[src/rtl/core/seeded_fnv1a_hash_table_insert_core_macros.svh]
// Assertion macros for the seeded FNV-1a hash table insert core.
`ifndef SEEDED_FNV1A_HASH_TABLE_INSERT_CORE_MACROS_SVH
`define SEEDED_FNV1A_HASH_TABLE_INSERT_CORE_MACROS_SVH
`ifndef SYNTH
`define SFH_ASSERT(lbl, clk, rst_n, prop, msg) \
  lbl: assert property (@(posedge clk) disable iff (!rst_n) (prop)) else $error(msg);
`define SFH_ASSERT_IMPL(lbl, clk, rst_n, ante, cons, msg) \
  lbl: assert property (@(posedge clk) disable iff (!rst_n) (ante) |-> (cons)) else $error(msg);
`else
`define SFH_ASSERT(lbl, clk, rst_n, prop, msg)
`define SFH_ASSERT_IMPL(lbl, clk, rst_n, ante, cons, msg)
`endif
`endif

[src/rtl/core/sfh_pkg.sv]
// Shared types and constants of the seeded FNV-1a hash table insert core.
package sfh_pkg;

  localparam int unsigned MAX_SLOTS_DEF = 64;
  localparam int unsigned HASH_W        = 32;
  localparam int unsigned CAP_W         = 7;
  localparam int unsigned CFG_W         = 32;
  localparam int unsigned CFG_IDX_W     = 2;
  localparam int unsigned DIV_BITS      = 4;
  localparam int unsigned DIV_STEPS     = HASH_W / DIV_BITS;

  localparam logic [HASH_W-1:0]    FNV_PRIME  = 32'd16777619;
  localparam logic [7:0]           CASE_SHIFT = 8'd32;
  localparam logic [7:0]           UPPER_A    = 8'h41;
  localparam logic [7:0]           UPPER_Z    = 8'h5A;
  localparam logic [CAP_W-1:0]     CAP_RESET  = 7'd11;

  localparam logic [CFG_IDX_W-1:0] CFG_SEED     = 2'd0;
  localparam logic [CFG_IDX_W-1:0] CFG_CAPACITY = 2'd1;
  localparam logic [CFG_IDX_W-1:0] CFG_ICASE    = 2'd2;

  typedef struct packed {
    logic [7:0] char_byte;
    logic       byte_valid;
    logic       last;
  } in_word_t;

  typedef struct packed {
    logic [31:0] hash_value;
    logic [5:0]  slot_index;
    logic        inserted;
    logic [6:0]  entries_used;
  } out_word_t;

  typedef struct packed {
    logic              start;
    logic [HASH_W-1:0] dividend;
    logic [CAP_W-1:0]  divisor;
  } rem_req_t;

  typedef struct packed {
    logic             done;
    logic [CAP_W-1:0] remainder;
  } rem_rsp_t;

  typedef enum logic [3:0] {
    ST_CLEAR  = 4'b0001,
    ST_IDLE   = 4'b0010,
    ST_DIV    = 4'b0100,
    ST_UPDATE = 4'b1000
  } state_e;

endpackage

[src/rtl/core/sfh_ram.sv]
// Generic single-port-write, registered-read RAM.
module sfh_ram #(
  parameter int unsigned WIDTH = 1,
  parameter int unsigned DEPTH = 64,
  localparam int unsigned AW = (DEPTH > 1) ? $clog2(DEPTH) : 1
) (
  input  logic             clk_i,
  input  logic             we_i,
  input  logic [AW-1:0]    waddr_i,
  input  logic [WIDTH-1:0] wdata_i,
  input  logic             re_i,
  input  logic [AW-1:0]    raddr_i,
  output logic [WIDTH-1:0] rdata_o
);

  logic [WIDTH-1:0] mem_q [DEPTH];
  logic [WIDTH-1:0] rdata_q;

  always_ff @(posedge clk_i) begin
    if (we_i) begin
      mem_q[waddr_i] <= wdata_i;
    end
    if (re_i) begin
      rdata_q <= mem_q[raddr_i];
    end
  end

  assign rdata_o = rdata_q;

endmodule

[src/rtl/core/sfh_rem.sv]
// Iterative remainder unit: 32-bit hash modulo a 7-bit divisor, four bits a cycle.
module sfh_rem
  import sfh_pkg::*;
(
  input  logic     clk_i,
  input  logic     rst_ni,
  input  rem_req_t req_i,
  output rem_rsp_t rsp_o
);

  localparam int unsigned CNT_W = (DIV_STEPS > 1) ? $clog2(DIV_STEPS) : 1;

  logic [HASH_W-1:0] dvd_q;
  logic [CAP_W-1:0]  dvs_q;
  logic [CAP_W-1:0]  rem_q, rem_d;
  logic [CNT_W-1:0]  cnt_q;
  logic              busy_q;
  logic              done_q;

  always_comb begin
    logic [CAP_W:0]   t;
    logic [CAP_W-1:0] r;
    r = rem_q;
    for (int k = 0; k < DIV_BITS; k++) begin
      t = {r, dvd_q[HASH_W-1-k]};
      if (t >= {1'b0, dvs_q}) begin
        t = t - {1'b0, dvs_q};
      end
      r = t[CAP_W-1:0];
    end
    rem_d = r;
  end

  always_ff @(posedge clk_i or negedge rst_ni) begin
    if (!rst_ni) begin
      busy_q <= 1'b0;
      done_q <= 1'b0;
      cnt_q  <= '0;
    end else if (req_i.start) begin
      busy_q <= 1'b1;
      done_q <= 1'b0;
      cnt_q  <= '0;
    end else if (busy_q) begin
      cnt_q <= cnt_q + 1'b1;
      if (cnt_q == CNT_W'(DIV_STEPS - 1)) begin
        busy_q <= 1'b0;
        done_q <= 1'b1;
      end
    end else begin
      done_q <= 1'b0;
    end
  end

  always_ff @(posedge clk_i) begin
    if (req_i.start) begin
      dvd_q <= req_i.dividend;
      dvs_q <= req_i.divisor;
      rem_q <= '0;
    end else if (busy_q) begin
      dvd_q <= dvd_q << DIV_BITS;
      rem_q <= rem_d;
    end
  end

  assign rsp_o.done      = done_q;
  assign rsp_o.remainder = rem_q;

endmodule

[src/rtl/core/seeded_fnv1a_hash_table_insert_core.sv]
// Top level: seeded FNV-1a string hash with single-probe slot insert.
// Throughput: a byte that is not last is taken every cycle while the core is idle; the mixer sets that pace.
// A last byte keeps input ready low through 8 remainder steps of 4 bits, one occupancy RAM
// read and one update; its result word is registered at the update, which waits while a
// stalled receiver holds the output register.
// Reset: seed 0, capacity 11, ignore_case 0, count 0; input held off while all MAX_SLOTS slots are cleared.
module seeded_fnv1a_hash_table_insert_core
  import sfh_pkg::*;
#(
  parameter int unsigned MAX_SLOTS = MAX_SLOTS_DEF
) (
  input  logic                 clk_i,
  input  logic                 rst_ni,
  input  logic                 cfg_we_i,
  input  logic [CFG_IDX_W-1:0] cfg_idx_i,
  input  logic [CFG_W-1:0]     cfg_wdata_i,
  input  logic                 in_valid_i,
  output logic                 in_ready_o,
  input  in_word_t             in_word_i,
  output logic                 out_valid_o,
  input  logic                 out_ready_i,
  output out_word_t            out_word_o
);

`include "seeded_fnv1a_hash_table_insert_core_macros.svh"

  localparam int unsigned SLOT_W  = (MAX_SLOTS > 1) ? $clog2(MAX_SLOTS) : 1;
  localparam int unsigned CNT_W   = $clog2(MAX_SLOTS + 1);
  localparam int unsigned CAP_MAX = (MAX_SLOTS > 127) ? 127 : MAX_SLOTS;

  state_e state_q, state_d;

  logic [HASH_W-1:0] seed_q;
  logic [CAP_W-1:0]  cap_q;
  logic              icase_q;

  logic [HASH_W-1:0] acc_q;
  logic              mid_q;
  logic [HASH_W-1:0] hash_q;
  logic [CAP_W-1:0]  slot_q;
  logic [CNT_W-1:0]  cnt_q;
  logic [SLOT_W-1:0] clr_q;

  logic              out_valid_q;
  out_word_t         out_q;

  logic              in_acc;
  logic              out_free;
  logic              upd_go;
  logic              cnt_inc;
  logic [7:0]        fold_b;
  logic [HASH_W-1:0] base;
  logic [HASH_W-1:0] mix;
  logic [HASH_W-1:0] final_hash;
  logic [CAP_W-1:0]  cap_eff;
  logic              ok;

  rem_req_t          rem_req;
  rem_rsp_t          rem_rsp;

  logic              ram_we;
  logic [SLOT_W-1:0] ram_waddr;
  logic [0:0]        ram_wdata;
  logic              ram_re;
  logic [SLOT_W-1:0] ram_raddr;
  logic [0:0]        ram_rdata;

  always_ff @(posedge clk_i or negedge rst_ni) begin
    if (!rst_ni) begin
      seed_q  <= '0;
      cap_q   <= CAP_RESET;
      icase_q <= 1'b0;
    end else if (cfg_we_i) begin
      unique case (cfg_idx_i)
        CFG_SEED:     seed_q  <= cfg_wdata_i;
        CFG_CAPACITY: cap_q   <= cfg_wdata_i[CAP_W-1:0];
        CFG_ICASE:    icase_q <= cfg_wdata_i[0];
        default:      ;
      endcase
    end
  end

  assign in_ready_o = (state_q == ST_IDLE);
  assign in_acc     = in_valid_i && in_ready_o;
  assign out_free   = !out_valid_q || out_ready_i;
  assign upd_go     = (state_q == ST_UPDATE) && out_free;
  assign cnt_inc    = upd_go && ok && (cnt_q != CNT_W'(MAX_SLOTS));

  assign fold_b = (icase_q && in_word_i.char_byte >= UPPER_A && in_word_i.char_byte <= UPPER_Z)
                ? in_word_i.char_byte + CASE_SHIFT : in_word_i.char_byte;
  assign base       = mid_q ? acc_q : seed_q;
  assign mix        = (base ^ {24'd0, fold_b}) * FNV_PRIME;
  assign final_hash = in_word_i.byte_valid ? mix : base;

  assign cap_eff = (cap_q == '0) ? CAP_W'(1)
                 : (cap_q > CAP_W'(CAP_MAX)) ? CAP_W'(CAP_MAX) : cap_q;

  assign rem_req.start    = in_acc && in_word_i.last;
  assign rem_req.dividend = final_hash;
  assign rem_req.divisor  = cap_eff;

  sfh_rem u_rem (
    .clk_i  (clk_i),
    .rst_ni (rst_ni),
    .req_i  (rem_req),
    .rsp_o  (rem_rsp)
  );

  assign ok = !ram_rdata[0];

  always_comb begin
    state_d   = state_q;
    ram_we    = 1'b0;
    ram_waddr = SLOT_W'(slot_q);
    ram_wdata = 1'b1;
    ram_re    = 1'b0;
    ram_raddr = SLOT_W'(rem_rsp.remainder);
    unique case (state_q)
      ST_CLEAR: begin
        ram_we    = 1'b1;
        ram_waddr = clr_q;
        ram_wdata = 1'b0;
        if (clr_q == SLOT_W'(MAX_SLOTS - 1)) begin
          state_d = ST_IDLE;
        end
      end
      ST_IDLE: begin
        if (rem_req.start) begin
          state_d = ST_DIV;
        end
      end
      ST_DIV: begin
        if (rem_rsp.done) begin
          ram_re  = 1'b1;
          state_d = ST_UPDATE;
        end
      end
      ST_UPDATE: begin
        if (out_free) begin
          ram_we  = ok;
          state_d = ST_IDLE;
        end
      end
      default: state_d = ST_CLEAR;
    endcase
  end

  sfh_ram #(
    .WIDTH (1),
    .DEPTH (MAX_SLOTS)
  ) u_occ_ram (
    .clk_i   (clk_i),
    .we_i    (ram_we),
    .waddr_i (ram_waddr),
    .wdata_i (ram_wdata),
    .re_i    (ram_re),
    .raddr_i (ram_raddr),
    .rdata_o (ram_rdata)
  );

  always_ff @(posedge clk_i or negedge rst_ni) begin
    if (!rst_ni) begin
      state_q     <= ST_CLEAR;
      clr_q       <= '0;
      mid_q       <= 1'b0;
      cnt_q       <= '0;
      out_valid_q <= 1'b0;
    end else begin
      state_q <= state_d;
      if (state_q == ST_CLEAR) begin
        clr_q <= clr_q + 1'b1;
      end
      if (in_acc) begin
        if (in_word_i.last) begin
          mid_q <= 1'b0;
        end else if (in_word_i.byte_valid) begin
          mid_q <= 1'b1;
        end
      end
      if (upd_go) begin
        out_valid_q <= 1'b1;
      end else if (out_valid_q && out_ready_i) begin
        out_valid_q <= 1'b0;
      end
      if (cnt_inc) begin
        cnt_q <= cnt_q + 1'b1;
      end
    end
  end

  always_ff @(posedge clk_i) begin
    if (in_acc && in_word_i.byte_valid && !in_word_i.last) begin
      acc_q <= mix;
    end
    if (rem_req.start) begin
      hash_q <= final_hash;
    end
    if (state_q == ST_DIV && rem_rsp.done) begin
      slot_q <= rem_rsp.remainder;
    end
    if (upd_go) begin
      out_q.hash_value   <= hash_q;
      out_q.slot_index   <= slot_q[5:0];
      out_q.inserted     <= ok;
      out_q.entries_used <= cnt_inc ? 7'(cnt_q + 1'b1) : 7'(cnt_q);
    end
  end

  assign out_valid_o = out_valid_q;
  assign out_word_o  = out_q;

  `SFH_ASSERT(a_cnt_bound, clk_i, rst_ni, cnt_q <= CNT_W'(MAX_SLOTS), "count above slot total")
  `SFH_ASSERT_IMPL(a_out_src, clk_i, rst_ni, $rose(out_valid_q), $past(upd_go), "stray result")
  `SFH_ASSERT_IMPL(a_cnt_step, clk_i, rst_ni, cnt_q != $past(cnt_q), $past(cnt_inc), "stray count")
  `SFH_ASSERT_IMPL(a_rd_bound, clk_i, rst_ni, ram_re, rem_rsp.remainder < cap_eff, "slot too high")

endmodule
[config.mk]
export PLATFORM = sky130hd
export DESIGN_NAME = seeded_fnv1a_hash_table_insert_core
export DESIGN_NICKNAME = d
export VERILOG_FILES = /design/src/rtl/core/sfh_pkg.sv /design/src/rtl/core/sfh_ram.sv /design/src/rtl/core/sfh_rem.sv /design/src/rtl/core/seeded_fnv1a_hash_table_insert_core.sv
export VERILOG_INCLUDE_DIRS = /design/src /design/src/rtl/core
export SDC_FILE = /design/constraint.sdc
export NUM_CORES = 1
export LEC_CHECK = 0
export BUFFER_PORTS_ARGS = -buffer_cell sky130_fd_sc_hd__buf_4
export CORE_AREA = 2 2 236 214
export DETAILED_ROUTE_END_ITERATION = 7
export DIE_AREA = 0 0 238 216
export GPL_ROUTABILITY_DRIVEN = 0
export PLACE_DENSITY_LB_ADDON = 0.15
export SLEW_MARGIN = 10
export SYNTH_ARGS = -nofsm -noshare
export SYNTH_HDL_FRONTEND = slang
export SYNTH_HIERARCHICAL = 1
export SYNTH_SLANG_ARGS = --single-unit
[constraint.sdc]
create_clock -name clk_i -period 8.8 [get_ports clk_i]
set_input_delay 0 -clock clk_i [delete_from_list [all_inputs] [get_ports clk_i]]
set_output_delay 0 -clock clk_i [all_outputs]
set_load 0.02 [all_outputs]
==> metrics.md <==
| Metric | Value |
|---|---|
| Status | `completed` |
| P&R area growth vs syn | `16.01%` |
| Crit-path max FO | `7` |
| Post-place setup slack | `0.2511 ns` |
| Mean Syn Cell Area | `11.88 um2` |
| Mapped Area | `about 0.019 mm2` |
| Max Fclk | `0.1206 GHz` |
| Final Setup Violations | `0` |
| Seq cells post-synth | `291` |
| Detailed placement HPWL | `approximately 35000 um` |
| Final hold viol count | `0` |
| H-tree depth | `2` |
| Clock latency at the later pin of the worst-skew pair | `between 0.5 and 0.6 ns` |
| CP arrival | `8.74 ns` |
| Largest net degree at the start of global routing | `66` |
| Share of the synthesized area in the top cell type | `about a third` |
| Cell leakage power | `9.414 nW` |
| Reg2reg start | `u_rem/dvs_q[1]` |
| Pwr dens | `170.5 mW/mm2` |
| Detail Route Antenna Nets | `0` |
| WS Path Type | `reg2reg` |
| Sequential area share after synthesis | `between 40% and 50%` |
| Port bufs | `96` |
| Routed WL | `46910 um` |
| WL/cell | `19.15 um` |
| Startpoint Class | `register` |
| Slew HR | `38.77%` |
| # fillers | `4568` |
| CTS Buf Count | `35` |
| CP Capture Type | `register` |
| Hold Path Class | `in2reg` |
| Gr ovfl total | `0` |
| Post-synth EDFFs | `220` |
| Total GRT Usage | `18.82%` |
| Period utilisation layout | `94.25%` |
| Synth top area cells | `edfxtp_1 34%, ha_1 14%, fa_1 8.1%, dfrtp_1 7.7%, mux2_2 6.2%` |
| CTS Sinks | `roughly 290` |
| Die H | `216 um` |
| Post-Synthesis Cells | `1632` |
| Top_reg_cell synth | `edfxtp_1` |
| Vias | `12.62k` |
| Worst Path Required | `9.25 ns` |
| Unique masters post-synth | `90` |
| Number of remaining DRC errors | `0` |
| Met3 WL | `between 2000 and 2500 um` |
| Initial DRC Count | `786` |
| Antenna violations before repair | `0` |
| Launch point of the worst path | `u_rem/dvs_q[1]` |
| Setup ws final | `0.5060 ns` |
| CP dominant cell by count | `a21oi_1` |
| Die X | `238 um` |
| CTS tree | `built` |
| DR WL met2 | `19820 um` |
| Final-stage net count | `about 2.1k` |
| Rows | `77` |
| CTS Buffer Depth | `3` |
| Layout cells sized above 1 | `18.65%` |
| Vias in the first global route | `about 13k` |
| Initial Util | `39.61%` |
| Net Count, Synth | `1975` |
| Drt pass-1 iters | `5` |
| Max Cap Viol | `0` |
| Wl on met1 | `23860 um` |
| Clock Skews | `0.03346 ns` |
| Total Die Area | `0.05141 mm2` |
| IO Count | `97` |
| Tmin final | `8.294 ns` |
| Antenna Cells | `0` |
| Peak supply drop | `126.7 uV` |
| Final Util | `between 40% and 50%` |
| Core area | `~0.05 mm2` |
| First-pass GRT wire length | `about 74000 um` |
| Slowest cell on crit path | `fa_1` |
| Yosys Warn Count | `6` |
| Hold path startpoint | `in_word_i[1]` |
| Via density | `5.150` |
| Pins Over Slew Limit | `0` |
| Highest Signal Layer | `met4` |
| CTS root buf | `clkbuf_16` |
| Cell taking the most area after synthesis | `edfxtp_1` |
| Reg clk slew, reported paths | `0.06 ns` |
| Tightest Pin Transition | `0.9154 ns` |
| Max stage delay on crit path | `~0.49 ns` |
| Async set-reset flop share out of synthesis | `21.99%` |
## per-layer routing
metal | GRT usage [%] | vias up
li1 | - | 6038
met1 | 28.43 | 6222
met2 | 28.33 | 301
met3 | 2.699 | 57
met4 | 4.771 | 0
met5 | 0 | -
## critical path: cells and delay by family, from the launching register on
family | cells | cell delay (ns)
flip-flops | 1 | 0.42
multiplexers | 2 | 0.79
AND/OR/NAND/NOR | 5 | 0.86
AO/OA/AOI/OAI | 18 | 4.23
buffers and inverters | 3 | 0.47
adder cells (fa/ha/maj) | 4 | 1.42
## kinds of logic after synthesis
group	share of synthesized area, %
xor gates and xnor gates	3.518
buffers and inverters	5.957
AOI/OAI and AO/OA	7.900
muxes	9.249
adders and majority gates	22.00
DFF	43.09
and+or+nand+nor	8.294
## power breakdown
group	internal (mW)	leakage, nW	switching, mW
clock network	0.862	0.558	0.583
registers	1.55	2.63	0.0241
logic	0.328	6.22	0.490
total	2.74	9.41	1.10
## synth_stat cells (4+ instances only)
cell type and instances:
o211ai_1 7, nor3b_1 6, ha_1 216, xnor2_1 56, o21ai_0 29, and3_1 5
edfxtp_1 220, nor3_1 11, a211oi_1 14, a21o_1 22, xor2_1 20, and2_1 9
o21ai_1 6, nand2_1 41, buf_6 7, nor2b_1 20, a211oi_2 4, dfrtp_1 60
clkbuf_1 24, or3_1 4, nor4b_1 4, o21bai_1 11, fa_1 78, buf_2 5
a31oi_1 4, dfstp_2 4, nand3_1 30, mux2i_1 16, o21a_1 8, nand3b_1 11
mux2_2 106, mux4_2 10, nand4_1 11, mux4_1 7, o31ai_1 4, inv_1 251
a311oi_1 6, nor2_1 157, nand2b_1 8, a21oi_1 48, dfxtp_1 7
## cells in the final DEF (no fill, tap or decap), types with 6 or more instances in the layout
cell type	netlist	layout
mux4_1	7	7
nor3_1	11	11
nor2b_1	20	20
clkbuf_1	24	7
o211ai_1	7	7
nor2_1	157	155
nand3_1	30	30
clkbuf_16	0	35
inv_1	251	248
mux4_2	10	10
fa_1	78	78
dlygate4sd3_1	0	41
xor2_1	20	20
nand2_1	41	40
buf_4	1	122
o21a_1	8	8
nand2b_1	8	8
mux2_2	106	106
a211oi_1	14	14
o21ai_1	6	7
nand3b_1	11	11
dfrtp_1	60	60
edfxtp_1	220	220
a21o_1	22	22
nand4_1	11	11
dfxtp_1	7	7
o21bai_1	11	11
o21ai_0	29	28
and2_1	9	9
mux2i_1	16	16
a21oi_1	48	47
ha_1	216	216
clkinv_2	0	6
xnor2_1	56	56
## state kept, by name, indices dropped and copies added, names as in the netlist, 3 cells and up
| name | flops |
|---|---|
| u_occ_ram/mem_q | 64 |
| out_word_o | 46 |
| acc_q | 32 |
| hash_q | 32 |
| seed_q | 32 |
| u_rem/dvd_q | 32 |
| cap_q | 7 |
| cnt_q | 7 |
| u_rem/dvs_q | 7 |
| u_rem/rem_q | 7 |
| clr_q | 6 |
| slot_q | 6 |
| state_q | 4 |
| u_rem/cnt_q | 3 |
## through the flow
step                      area [um2]  setup TNS [ns]  power (mW)  hold WS, ns  cells
final                          22490               0       3.834      0.07084   2450
after global routing           22490        -0.04190       4.040      0.05035   2450
after CTS                      22430               0       3.885      0.02834   2446
after detailed placement       20870               0       2.401     -0.08818   2342
after global placement         20870               0       2.397     -0.08830   2342
after floorplan                19390               0       2.165      -0.2956   1632
## cell type report
class / count / area (um2) / share of cell area, %
clock buffers: 46 / 957.2 / 4.256
clock inverters: 17 / 187.7 / 0.8345
inverters: 251 / 943.4 / 4.195
multi-input cells: 1050 / 9931 / 44.16
flip-flops and latches: 291 / 8353 / 37.14
well taps: 632 / 790.8 / 3.516
repair buffers: 163 / 1326 / 5.897
## what timing repair did
item	in CTS	in global routing
endpoints found under the hold margin	107	0
hold buffers	41	0
gates resized for setup	0	7
setup buffers	0	4
endpoints found under the setup margin	0	7
## final timing paths
path	to	depth (start not counted)	slack (ns)
max	u_rem/rem_q[2]	32	0.51
min	hash_q[28]	2	0.07
max reg2reg	u_rem/rem_q[2]	32	0.51
min reg2reg	out_word_o[44]	0	0.41
max in group asynchronous	seed_q[8]	3	7.52
min in group asynchronous	seed_q[23]	3	0.13
No activity file was read; power rests on OpenSTA's default activity.
